===== config.mk =====
export PLATFORM = sky130hd
export DESIGN_NAME = rgb_rle_span_decoder_with_fade_top
export DESIGN_NICKNAME = d
export VERILOG_FILES = /design/src/rtl/rrsd_pkg.sv /design/src/rtl/rrsd_front.sv /design/src/rtl/rrsd_fifo.sv /design/src/rtl/rrsd_back.sv /design/src/rtl/rgb_rle_span_decoder_with_fade_top.sv
export SDC_FILE = /design/constraint.sdc
export NUM_CORES = 1
export LEC_CHECK = 0
export ABC_AREA = 1
export BUFFER_PORTS_ARGS = -buffer_cell sky130_fd_sc_hd__buf_2
export CAP_MARGIN = 5
export CELL_PAD_IN_SITES_DETAIL_PLACEMENT = 0
export CELL_PAD_IN_SITES_GLOBAL_PLACEMENT = 1
export CORE_ASPECT_RATIO = 1.5
export CORE_MARGIN = 2
export CORE_UTILIZATION = 47
export DETAILED_ROUTE_END_ITERATION = 12
export GPL_ROUTABILITY_DRIVEN = 0
export PLACE_DENSITY = 0.87
export RECOVER_POWER = 25
export SETUP_SLACK_MARGIN = 0.3
export SLEW_MARGIN = 25
export SYNTH_ARGS = -nofsm -noshare
export SYNTH_HDL_FRONTEND = slang
export SYNTH_SLANG_ARGS = --single-unit

===== constraint.sdc =====
create_clock -name clk -period 6.7 [get_ports clk]
set_input_delay 1.005 -clock clk [delete_from_list [all_inputs] [get_ports clk]]
set_output_delay 1.005 -clock clk [all_outputs]
set_load 0.02 [all_outputs]

===== src/rtl/rrsd_pkg.sv =====
`timescale 1ns / 1ps
// ----------------------------------------------------------------------------
// rrsd_pkg: shared types and constants
// Command codes, result kinds, register indexes and the queue entry format
// used by the RGB run-length span decoder.
// ----------------------------------------------------------------------------
package rrsd_pkg;

  // Stream byte limit and the saturation point of the byte counter.
  localparam int unsigned MAX_STREAM_BYTES = 10000;
  localparam int unsigned INDEX_W          = 14;
  localparam logic [INDEX_W-1:0] INDEX_CAP = {INDEX_W{1'b1}};
  localparam logic [INDEX_W-1:0] INDEX_MAX = INDEX_W'(MAX_STREAM_BYTES);

  // Command queue geometry.
  localparam int unsigned FIFO_DEPTH = 4;
  localparam int unsigned FIFO_AW    = $clog2(FIFO_DEPTH);

  // Result kinds.
  localparam logic [1:0] KIND_SPAN     = 2'd0;
  localparam logic [1:0] KIND_COMPLETE = 2'd1;
  localparam logic [1:0] KIND_LIMIT    = 2'd2;

  // Configuration register indexes.
  localparam logic [2:0] REG_FADE_RED      = 3'd0;
  localparam logic [2:0] REG_FADE_GREEN    = 3'd1;
  localparam logic [2:0] REG_FADE_BLUE     = 3'd2;
  localparam logic [2:0] REG_START_X       = 3'd3;
  localparam logic [2:0] REG_START_Y       = 3'd4;
  localparam logic [2:0] REG_SCREEN_WIDTH  = 3'd5;
  localparam logic [2:0] REG_SCREEN_HEIGHT = 3'd6;

  // Commands passed from the parser to the span engine.
  typedef enum logic [1:0] {
    CMD_HEADER  = 2'd0,
    CMD_ROW_END = 2'd1,
    CMD_SPAN    = 2'd2,
    CMD_LIMIT   = 2'd3
  } cmd_t;

  // One queue entry: a classified four-byte record.
  typedef struct packed {
    cmd_t        cmd;
    logic        done;    // image complete after this command
    logic [7:0]  b0;
    logic [7:0]  b1;
    logic [7:0]  b2;
    logic [7:0]  b3;
    logic [15:0] row;
  } entry_t;

  // Configuration register set.
  typedef struct packed {
    logic [7:0]         fade_red;
    logic [7:0]         fade_green;
    logic [7:0]         fade_blue;
    logic signed [15:0] start_x;
    logic signed [15:0] start_y;
    logic [11:0]        screen_width;
    logic [11:0]        screen_height;
  } cfg_t;

endpackage


===== src/rtl/rrsd_front.sv =====
`timescale 1ns / 1ps
// ----------------------------------------------------------------------------
// rrsd_front: stream parser
// Gathers bytes into four-byte groups, tracks header, row count, byte limit
// and completion, and pushes one command per meaningful group.
// ----------------------------------------------------------------------------
module rrsd_front (
  input  logic            clk,
  input  logic            rst,
  input  logic            accept,
  input  logic [7:0]      data_byte,
  input  logic            new_image,
  output logic            push,
  output rrsd_pkg::entry_t push_entry
);
  import rrsd_pkg::*;

  logic [1:0]         byte_phase, byte_phase_next;
  logic               in_header, in_header_next;
  logic [23:0]        held_bytes, held_bytes_next;
  logic [15:0]        image_height, image_height_next;
  logic [15:0]        row, row_next;
  logic [INDEX_W-1:0] byte_index, byte_index_next;
  logic               finished, finished_next;

  // Values after an optional restart on the first byte of a new image.
  logic [1:0]         cur_phase;
  logic               cur_header;
  logic [23:0]        cur_held;
  logic [15:0]        cur_height;
  logic [15:0]        cur_row;
  logic [INDEX_W-1:0] cur_index;
  logic               cur_finished;
  logic [15:0]        row_inc;
  logic [15:0]        new_height;

  always_comb begin
    cur_phase    = new_image ? 2'd0 : byte_phase;
    cur_header   = new_image ? 1'b1 : in_header;
    cur_held     = new_image ? 24'd0 : held_bytes;
    cur_height   = new_image ? 16'd0 : image_height;
    cur_row      = new_image ? 16'd0 : row;
    cur_index    = new_image ? '0 : byte_index;
    cur_finished = new_image ? 1'b0 : finished;
    row_inc      = cur_row + 16'd1;
    new_height   = {cur_held[7:0], data_byte};

    byte_phase_next   = cur_phase;
    in_header_next    = cur_header;
    held_bytes_next   = cur_held;
    image_height_next = cur_height;
    row_next          = cur_row;
    byte_index_next   = cur_index;
    finished_next     = cur_finished;

    push            = 1'b0;
    push_entry.cmd  = CMD_SPAN;
    push_entry.done = 1'b0;
    push_entry.b0   = cur_held[23:16];
    push_entry.b1   = cur_held[15:8];
    push_entry.b2   = cur_held[7:0];
    push_entry.b3   = data_byte;
    push_entry.row  = cur_row;

    if (cur_finished) begin
      // Bytes after completion are dropped.
    end else if (cur_phase == 2'd0 && cur_index >= INDEX_MAX) begin
      finished_next  = 1'b1;
      push           = 1'b1;
      push_entry.cmd = CMD_LIMIT;
    end else begin
      if (cur_index != INDEX_CAP) begin
        byte_index_next = cur_index + INDEX_W'(1);
      end
      if (cur_phase != 2'd3) begin
        held_bytes_next = {cur_held[15:0], data_byte};
        byte_phase_next = cur_phase + 2'd1;
      end else begin
        byte_phase_next = 2'd0;
        if (cur_header) begin
          // Header record: size of the image, row counter restarts.
          in_header_next    = 1'b0;
          image_height_next = new_height;
          row_next          = 16'd0;
          push              = 1'b1;
          push_entry.cmd    = CMD_HEADER;
          push_entry.done   = (new_height == 16'd0);
          finished_next     = (new_height == 16'd0);
        end else if (cur_held == 24'd0 && data_byte == 8'd0) begin
          // End-of-row record.
          row_next        = row_inc;
          push            = 1'b1;
          push_entry.cmd  = CMD_ROW_END;
          push_entry.done = (row_inc >= cur_height);
          finished_next   = (row_inc >= cur_height);
        end else if (data_byte != 8'd0) begin
          // Colour record with a nonzero run.
          push           = 1'b1;
          push_entry.cmd = CMD_SPAN;
        end
      end
    end
  end

  always_ff @(posedge clk) begin
    if (rst) begin
      byte_phase   <= 2'd0;
      in_header    <= 1'b1;
      held_bytes   <= 24'd0;
      image_height <= 16'd0;
      row          <= 16'd0;
      byte_index   <= '0;
      finished     <= 1'b0;
    end else if (accept) begin
      byte_phase   <= byte_phase_next;
      in_header    <= in_header_next;
      held_bytes   <= held_bytes_next;
      image_height <= image_height_next;
      row          <= row_next;
      byte_index   <= byte_index_next;
      finished     <= finished_next;
    end
  end

endmodule


===== src/rtl/rrsd_fifo.sv =====
`timescale 1ns / 1ps
// ----------------------------------------------------------------------------
// rrsd_fifo: command queue
// Small register queue between the parser and the span engine.
// ----------------------------------------------------------------------------
module rrsd_fifo (
  input  logic             clk,
  input  logic             rst,
  input  logic             push,
  input  rrsd_pkg::entry_t push_entry,
  input  logic             pop,
  output rrsd_pkg::entry_t head,
  output logic             empty,
  output logic             full
);
  import rrsd_pkg::*;

  entry_t             slots [FIFO_DEPTH];
  logic [FIFO_AW-1:0] wr_ptr;
  logic [FIFO_AW-1:0] rd_ptr;
  logic [FIFO_AW:0]   count;
  logic               do_push;
  logic               do_pop;

  assign empty   = (count == '0);
  assign full    = (count == (FIFO_AW + 1)'(FIFO_DEPTH));
  assign head    = slots[rd_ptr];
  assign do_push = push && !full;
  assign do_pop  = pop && !empty;

  // Entry storage.
  always_ff @(posedge clk) begin
    if (do_push) begin
      slots[wr_ptr] <= push_entry;
    end
  end

  // Pointers and fill count.
  always_ff @(posedge clk) begin
    if (rst) begin
      wr_ptr <= '0;
      rd_ptr <= '0;
      count  <= '0;
    end else begin
      if (do_push) begin
        wr_ptr <= wr_ptr + FIFO_AW'(1);
      end
      if (do_pop) begin
        rd_ptr <= rd_ptr + FIFO_AW'(1);
      end
      if (do_push && !do_pop) begin
        count <= count + (FIFO_AW + 1)'(1);
      end else if (do_pop && !do_push) begin
        count <= count - (FIFO_AW + 1)'(1);
      end
    end
  end

endmodule


===== src/rtl/rrsd_back.sv =====
`timescale 1ns / 1ps
// ----------------------------------------------------------------------------
// rrsd_back: span engine
// Executes queued commands: places the origin, advances the column, fades
// the colour and holds each result in the output register.
// ----------------------------------------------------------------------------
module rrsd_back (
  input  logic              clk,
  input  logic              rst,
  input  rrsd_pkg::cfg_t    cfg,
  input  rrsd_pkg::entry_t  head,
  input  logic              empty,
  output logic              pop,
  output logic              out_valid,
  input  logic              out_stall,
  output logic [1:0]        kind,
  output logic signed [17:0] span_x,
  output logic signed [17:0] span_y,
  output logic [7:0]        span_length,
  output logic [7:0]        red,
  output logic [7:0]        green,
  output logic [7:0]        blue
);
  import rrsd_pkg::*;

  logic signed [16:0] origin_x;
  logic signed [16:0] origin_y;
  logic [15:0]        column;

  logic signed [16:0] diff_x, diff_y, adj_x, adj_y;
  logic signed [16:0] org_x_calc, org_y_calc;
  logic               slot_free;

  // Centered origin: (screen - image) / 2, rounded toward zero.
  always_comb begin
    diff_x = $signed({5'd0, cfg.screen_width}) - $signed({1'b0, head.b0, head.b1});
    diff_y = $signed({5'd0, cfg.screen_height}) - $signed({1'b0, head.b2, head.b3});
    adj_x  = diff_x + $signed({16'd0, diff_x[16]});
    adj_y  = diff_y + $signed({16'd0, diff_y[16]});
    org_x_calc = cfg.start_x[15] ? (adj_x >>> 1) : $signed({1'b0, cfg.start_x});
    org_y_calc = cfg.start_y[15] ? (adj_y >>> 1) : $signed({1'b0, cfg.start_y});
  end

  assign slot_free = !out_valid || !out_stall;
  assign pop       = slot_free && !empty;

  // Position state and the output register.
  always_ff @(posedge clk) begin
    if (rst) begin
      out_valid <= 1'b0;
      origin_x  <= '0;
      origin_y  <= '0;
      column    <= '0;
    end else begin
      if (slot_free) begin
        out_valid <= 1'b0;
      end
      if (pop) begin
        kind        <= KIND_COMPLETE;
        span_x      <= '0;
        span_y      <= '0;
        span_length <= '0;
        red         <= '0;
        green       <= '0;
        blue        <= '0;
        case (head.cmd)
          CMD_HEADER: begin
            origin_x  <= org_x_calc;
            origin_y  <= org_y_calc;
            column    <= '0;
            out_valid <= head.done;
          end
          CMD_ROW_END: begin
            column    <= '0;
            out_valid <= head.done;
          end
          CMD_SPAN: begin
            kind        <= KIND_SPAN;
            span_x      <= {origin_x[16], origin_x} + $signed({2'd0, column});
            span_y      <= {origin_y[16], origin_y} + $signed({2'd0, head.row});
            span_length <= head.b3;
            red         <= (head.b0 > cfg.fade_red)   ? head.b0 - cfg.fade_red   : 8'd0;
            green       <= (head.b1 > cfg.fade_green) ? head.b1 - cfg.fade_green : 8'd0;
            blue        <= (head.b2 > cfg.fade_blue)  ? head.b2 - cfg.fade_blue  : 8'd0;
            column      <= column + {8'd0, head.b3};
            out_valid   <= 1'b1;
          end
          CMD_LIMIT: begin
            kind      <= KIND_LIMIT;
            out_valid <= 1'b1;
          end
          default: begin
            out_valid <= 1'b0;
          end
        endcase
      end
    end
  end

endmodule


===== src/rtl/rgb_rle_span_decoder_with_fade_top.sv =====
`timescale 1ns / 1ps
// ----------------------------------------------------------------------------
// rgb_rle_span_decoder_with_fade_top: RGB run-length span decoder with fade
// Parses an encoded image byte stream into screen spans with faded colour,
// and flags image completion and the stream byte limit.
// ----------------------------------------------------------------------------
//   Channel  | Signals                      | Moves
//   ---------+------------------------------+-----------------------------------
//   in       | in_valid / in_stall          | data_byte, new_image
//   out      | out_valid / out_stall        | kind, span_x, span_y, span_length,
//            |                              | red, green, blue
//   cfg      | cfg_write, cfg_index         | cfg_data (write only)
//
// One byte is accepted per cycle unless in_stall is high. The parser classifies
// records combinationally; the queue and then the engine register them. A
// four-entry command queue separates parser and engine, so in_stall rises only
// when the queue is full. Reset is synchronous and restores the control and
// config registers, not queue slots or results; the parser expects a header.
// ----------------------------------------------------------------------------
module rgb_rle_span_decoder_with_fade_top (
  input  logic               clk,
  input  logic               rst,
  input  logic               in_valid,
  output logic               in_stall,
  input  logic [7:0]         data_byte,
  input  logic               new_image,
  output logic               out_valid,
  input  logic               out_stall,
  output logic [1:0]         kind,
  output logic signed [17:0] span_x,
  output logic signed [17:0] span_y,
  output logic [7:0]         span_length,
  output logic [7:0]         red,
  output logic [7:0]         green,
  output logic [7:0]         blue,
  input  logic               cfg_write,
  input  logic [2:0]         cfg_index,
  input  logic [15:0]        cfg_data
);
  import rrsd_pkg::*;

  cfg_t   cfg;
  entry_t push_entry;
  entry_t head;
  logic   push;
  logic   pop;
  logic   empty;
  logic   full;
  logic   accept;

  assign in_stall = full;
  assign accept   = in_valid && !full;

  // Configuration registers.
  always_ff @(posedge clk) begin
    if (rst) begin
      cfg.fade_red      <= 8'd0;
      cfg.fade_green    <= 8'd0;
      cfg.fade_blue     <= 8'd0;
      cfg.start_x       <= -16'sd1;
      cfg.start_y       <= -16'sd1;
      cfg.screen_width  <= 12'd320;
      cfg.screen_height <= 12'd240;
    end else if (cfg_write) begin
      case (cfg_index)
        REG_FADE_RED:      cfg.fade_red      <= cfg_data[7:0];
        REG_FADE_GREEN:    cfg.fade_green    <= cfg_data[7:0];
        REG_FADE_BLUE:     cfg.fade_blue     <= cfg_data[7:0];
        REG_START_X:       cfg.start_x       <= $signed(cfg_data);
        REG_START_Y:       cfg.start_y       <= $signed(cfg_data);
        REG_SCREEN_WIDTH:  cfg.screen_width  <= cfg_data[11:0];
        REG_SCREEN_HEIGHT: cfg.screen_height <= cfg_data[11:0];
        default: begin
        end
      endcase
    end
  end

  rrsd_front u_front (
    .clk        (clk),
    .rst        (rst),
    .accept     (accept),
    .data_byte  (data_byte),
    .new_image  (new_image),
    .push       (push),
    .push_entry (push_entry)
  );

  rrsd_fifo u_fifo (
    .clk        (clk),
    .rst        (rst),
    .push       (push && accept),
    .push_entry (push_entry),
    .pop        (pop),
    .head       (head),
    .empty      (empty),
    .full       (full)
  );

  rrsd_back u_back (
    .clk         (clk),
    .rst         (rst),
    .cfg         (cfg),
    .head        (head),
    .empty       (empty),
    .pop         (pop),
    .out_valid   (out_valid),
    .out_stall   (out_stall),
    .kind        (kind),
    .span_x      (span_x),
    .span_y      (span_y),
    .span_length (span_length),
    .red         (red),
    .green       (green),
    .blue        (blue)
  );

endmodule

# Word-level counts from Yosys, hierarchy flattened
# Memory sizes are Yosys's and may differ from the RTL's. A register that Yosys moved wholly into a read port is not among the register bits.
# Cells that the tools add are included.
dict set report word_totals {
  regBits 282
  ram_bits 204
  in_bits 33
  output_inout_bits 72
  memories 1
}
dict set report op_classes {
  add_sub_neg 17
  magnitude_cmp 5
  n_eq_ne 12
  mux 58
  bitwise 1
  reduce_logical 42
}
# memory depth word_bits read_ports rd_clocked_by_memory_dff wr line_no
set mem_list {}
lappend mem_list {u_fifo.slots 4 51 1 1 1 rrsd_fifo.sv:18} ;# entry_t slots [FIFO_DEPTH];
# op count
set op_table {}
lappend op_table {{2-to-1 mux 16 bit} 11}
lappend op_table {{2-to-1 mux 24 bit} 4}
lappend op_table {{2-to-1 mux 14 bit} 4}
lappend op_table {{adder 17 x 17 -> 18 bit} 2}
lappend op_table {{adder 17 x 2 -> 17 bit} 2}
lappend op_table {{2-to-1 mux 17 bit} 2}
lappend op_table {{subtractor 12 x 16 -> 17 bit} 2}
lappend op_table {{case mux 16 bit (2 select lines)} 1}
lappend op_table {{AND reduction 2 bit} 13}
lappend op_table {{greater-than comparator 8 bit} 3}
lappend op_table {{zero test 24 bit} 1}
lappend op_table {{subtractor 8 bit} 3}
lappend op_table {{2-to-1 mux 1 bit} 21}
lappend op_table {{adder 16 x 1 -> 16 bit, second input constant} 1}
lappend op_table {{adder 16 x 8 -> 16 bit} 1}
lappend op_table {{>= comparator 16 bit} 1}
lappend op_table {{zero test 16 bit} 1}
lappend op_table {{2-to-1 mux 2 bit} 8}
lappend op_table {{2-to-1 mux 3 bit} 5}
lappend op_table {{adder 14 x 1 -> 14 bit, second input constant} 1}
lappend op_table {{>= comparator 14 bit, second input constant} 1}
lappend op_table {{!= test 14 bit, second input constant} 1}
lappend op_table {{== test 3 bit, second input constant} 4}
lappend op_table {{logical AND 1 bit} 9}
lappend op_table {{other kinds (19)} 33}

# Depth between registers and ports, before layout
dict set report logic_depth {
  word_depth 14
  ltp_mapped 31
  depth_no_buf 28
}

# Hierarchy
# From an unflattened synthesis, not the netlist that was laid out.
dict set report unflattened {
  hier_cells 3360
  area_unflattened_um2 26830.7
}
# mod instances cells_per_inst area_each_um2 seq_area_each_um2
set modules_own_cells {}
lappend modules_own_cells {rrsd_back 1 1508 10281.1 3083.0}
lappend modules_own_cells {rrsd_fifo 1 563 8081.5 6306.0}
lappend modules_own_cells {rrsd_front 1 863 5391.4 1481.4}
lappend modules_own_cells {rgb_rle_span_decoder_with_fade_top 1 426 3076.7 1601.5}

# Least setup slack after synthesis
# OpenSTA, ideal clock, no wires.
dict set report synth_path {
  path_kind {input-to-reg}
  from {in new_image}
  to {mem u_fifo.slots[0][0] in the netlist's numbering (enable)}
  setup_time_ns 0.460
  arrival_time_ns 5.088
  t_required_ns 6.240
  setup_slack_ns 1.152
  path_stages 13
  path_buffers 4
  path_cell_list {buf_4 -> buf_4 -> clkbuf_1 -> buf_1 -> nor2_1 -> inv_1 -> ha_1 -> nand2_1 -> a31oi_4 -> nor2_4 -> inv_2 -> nand3_1 -> nor2_1}
}
dict set report synth_between {
  elab_chain_cells 12
  elab_cells_between_ends 20
  cone_classes {order compare: 1; eq/ne: 1; mux: 12; reduce/logical: 6}
}
# item line_no
set synth_rtl {}
lappend synth_rtl {{start, declared} rgb_rle_span_decoder_with_fade_top.sv:26} ;# input logic new_image,
lappend synth_rtl {{branches (longest 7 deep; another with >= comparator 14 bit)} -}
lappend synth_rtl {{2-to-1 mux 1 bit *} rrsd_front.sv:65} ;# if (cur_finished) begin
lappend synth_rtl {{logical AND 1 bit *} rgb_rle_span_decoder_with_fade_top.sv:92} ;# .push (push && accept),
lappend synth_rtl {{logical AND 1 bit *} rrsd_fifo.sv:28} ;# assign do_push = push && !full;
lappend synth_rtl {{2-to-1 mux 1 bit *} rrsd_fifo.sv:33} ;# if (do_push) begin
lappend synth_rtl {{2-to-1 mux 1 bit (implied by the code) *} rrsd_fifo.sv:34} ;# slots[wr_ptr] <= push_entry;
lappend synth_rtl {{end, declared} rrsd_fifo.sv:18}
# Mark *: on every way between the ends.

==> results.txt <==
Outcome - finished with violations
Startpoint class of the critical path - flip-flop
PortBufs - 104
Slowest stage delay, CP - 0.83 ns
Synth Net Count - 3215
DR vias/cell - 5.46
Slowest cell on crit path - inv_1
Mapped Cells - 3055
Final worst-path cycle share - 0.796
Clock network fraction of design power - 0.241
CTS tree - yes
Layout cell share with drive strength beyond 1 - 0.0816
Worst setup path end - u_back.origin_y[13]
# resized after CTS - 0
Power Total - 11.6 mW
Crit-path max FO - 33
Global-route wire length before repair - 107000 um
Bufs on Longest Clock Path - 3
Die area - 55700 um^2
Placed cell count - 3763
Dominant synthesized flop cell - edfxtp_1
Final cell count without fillers - 3851
CTS Hold Buffers Added - 0
Hold Path Class - reg -> reg
Number of flops mapped to enable cells by yosys - 274
Sw power - 4.85 mW
Starting Density - 0.474
Final-report setup violation count - 0
CTS root buf - clkbuf_16
Total CTS buffers - 47
Buf/Inv on CP - 5
Clk sink count - 486
Setup_tns - 0 ns
Sum of net half-perimeters after detailed placement - 49900 um
Combinational group share of total power - 0.434
VDD IR max - 0.000233 V
Reg2reg path depth - 25
Cell class contributing the biggest share of worst-path delay - simple AND/OR/NAND/NOR gates
Clock skew - 0.0186 ns
Max_slew headroom - -0.331
Top-Level Pins - 105
Core area - 53400 um^2
CP Depth - 25
Violated checks - max-capacitance violations, max-slew violations
Initial DRT Pass Iterations - 7
# fillers - 4955
Register area share after synthesis - 0.493
Via count - 21000
Post-synth cell types - 53
Cell area after synthesis - 25300 um^2
Critical Path Sink Type - flip-flop
Clk pin slew, worst setup/hold paths - 0.07 ns
Max-cap violations - 2
Reg2reg setup slack - 1.37 ns
Vias in the first global route - 20500
Pint - 6.78 mW
RSZ-0062 raised after global routing - false
Count of state elements after synthesis - 486
Pin count of the biggest net entering global routing - 56
Min Tclk post-route - 5.33 ns
GRT Total Usage - 0.240
Initial antenna violation count - 0
Hold Violations, Final - 0
Peak Freq - 187 MHz
Leakage - 12.1 nW
Skew-Pair Late Insertion Delay - 0.58 ns
H-tree depth - 2
Setup bufs post-CTS - 0
Routed Antenna Nets - 0
R2r endpoint - u_back.origin_y[13]
Slew Viols, Final - 58
Switch share - 0.417
Pwr dens - 415 nW/um^2
Die Wd - 193 um
Die Y - 288 um
Drt initial violations - 1363
Critical Setup Path Class - reg -> reg
Area Growth Syn to Fin - 10.9%
Std cell rows - 104
CP required - 7.06 ns
Grt total ovfl - 0
Synth async-reset ratio - 0
DRC viols - 0
CP most frequent cell - nand3_1
Drt total wl - 67700 um
Slew @ Worst Pin - 2.00 ns
Routed length per instance - 17.6 um
Layout net count - 3283
Flop pwr share - 0.325
Critical Path AT - 5.69 ns
Synth Warn # - 0
Avg Cell Area, Syn - 8.27 um^2
cell families after synthesis:
kind of cell,Yosys count,synth area share
flops,486,0.493
xor+xnor,37,0.0128
fa+ha+maj,127,0.0655
compound gates,636,0.141
simple gates,1281,0.212
buf+inv,488,0.0749
registers in the layout (all words and copies together) (netlist names), 18 cells and up, named ones only:
register and flops:
u_fifo.slots 204, u_back.span_x 18, u_back.span_y 18, u_front.held_bytes 24
cfg 80
synth_stat cells (6+ instances only):
| cell type | number | share of area |
|---|---|---|
| a211oi_1 | 14 | 0.0042 |
| a21oi_1 | 269 | 0.053 |
| a31oi_1 | 18 | 0.0045 |
| a32oi_1 | 23 | 0.0080 |
| buf_1 | 8 | 0.0012 |
| buf_2 | 13 | 0.0026 |
| buf_4 | 6 | 0.0018 |
| clkbuf_1 | 83 | 0.012 |
| dfxtp_1 | 212 | 0.17 |
| edfxtp_1 | 274 | 0.33 |
| fa_1 | 9 | 0.0071 |
| ha_1 | 118 | 0.058 |
| inv_1 | 361 | 0.054 |
| inv_2 | 13 | 0.0019 |
| nand2_1 | 707 | 0.11 |
| nand2_2 | 11 | 0.0027 |
| nand3_1 | 170 | 0.034 |
| nand4_1 | 25 | 0.0062 |
| nor2_1 | 284 | 0.042 |
| nor2_2 | 10 | 0.0025 |
| nor3_1 | 29 | 0.0057 |
| nor3b_1 | 10 | 0.0030 |
| nor4_1 | 9 | 0.0022 |
| o211ai_1 | 38 | 0.011 |
| o21a_1 | 14 | 0.0042 |
| o21ai_0 | 214 | 0.042 |
| o21ai_1 | 8 | 0.0016 |
| o22ai_1 | 14 | 0.0035 |
| or2_2 | 8 | 0.0020 |
| xnor2_1 | 7 | 0.0024 |
| xor2_1 | 30 | 0.010 |
stage by stage:
step | setup slack, ns | cell area, um^2 | util | hold WS (ns)
6_report | 1.37 | 28000 | 0.525 | 0.459
5_1_grt | 0.850 | 28000 | 0.525 | 0.473
4_1_cts | 1.70 | 28100 | 0.527 | 0.460
3_5_place_dp | 1.74 | 26500 | 0.496 | 0.443
3_3_place_gp | 1.82 | 26400 | 0.495 | 0.435
2_1_floorplan | 1.15 | 25300 | - | 0.424
how the worst min path moves through the flow:
stage | start | end | slack, ns | cells past startpoint
2_1_floorplan | cfg[46] | cfg[46] | 0.42 | 2
3_3_place_gp | cfg[48] | cfg[48] | 0.43 | 2
3_5_place_dp | cfg[52] | cfg[52] | 0.44 | 2
4_1_cts | cfg[52] | cfg[52] | 0.46 | 2
5_1_grt | cfg[46] | cfg[46] | 0.47 | 2
6_report | cfg[40] | cfg[40] | 0.46 | 2
routing by layer:
metal,GRT usage,routed length (um)
met3,0.0246,2880
met1,0.269,26300
met5,0,0
met4,0.121,3490
met2,0.449,35000
final cells by class:
type / instances / area [um^2] / area share
multi-input cells: 2081 / 10900 / 0.390
clock inverters: 28 / 348 / 0.0124
clock buffers: 59 / 1290 / 0.0461
inverters: 375 / 1410 / 0.0503
diodes: 1 / 2.50 / 0.0000893
repair buffers: 132 / 719 / 0.0257
well taps: 689 / 862 / 0.0308
flip-flops and latches: 486 / 12500 / 0.445
worst min-delay path, stage by stage, from the launching register on:
cell	delay, ns
dfxtp_1	0.33
nand2_1	0.05
nand3_1	0.05
power groups by stage:
stage                     Clock (mW)  Sequential, mW  Combinational [mW]
after floorplan                    0            3.98                3.41
after global placement             0            3.83                4.92
after detailed placement           0            3.84                5.03
after CTS                       2.86            3.77                5.06
after global routing            2.96            3.81                5.67
final                           2.81            3.78                5.05
placed cells by master (no fill, tap or decap), types with 24 or more instances in the layout:
master | synthesis | final
o21ai_0 | 214 | 214
buf_4 | 6 | 24
clkbuf_16 | 0 | 48
dfxtp_1 | 212 | 211
buf_2 | 13 | 94
nor2_1 | 284 | 279
nand4_1 | 25 | 25
inv_1 | 361 | 362
o211ai_1 | 38 | 38
nor3_1 | 29 | 28
a21oi_1 | 269 | 269
edfxtp_1 | 274 | 274
xor2_1 | 30 | 30
ha_1 | 118 | 118
nand2_1 | 707 | 713
nand3_1 | 170 | 170
Note: power is estimated with default switching activity, not from simulation.
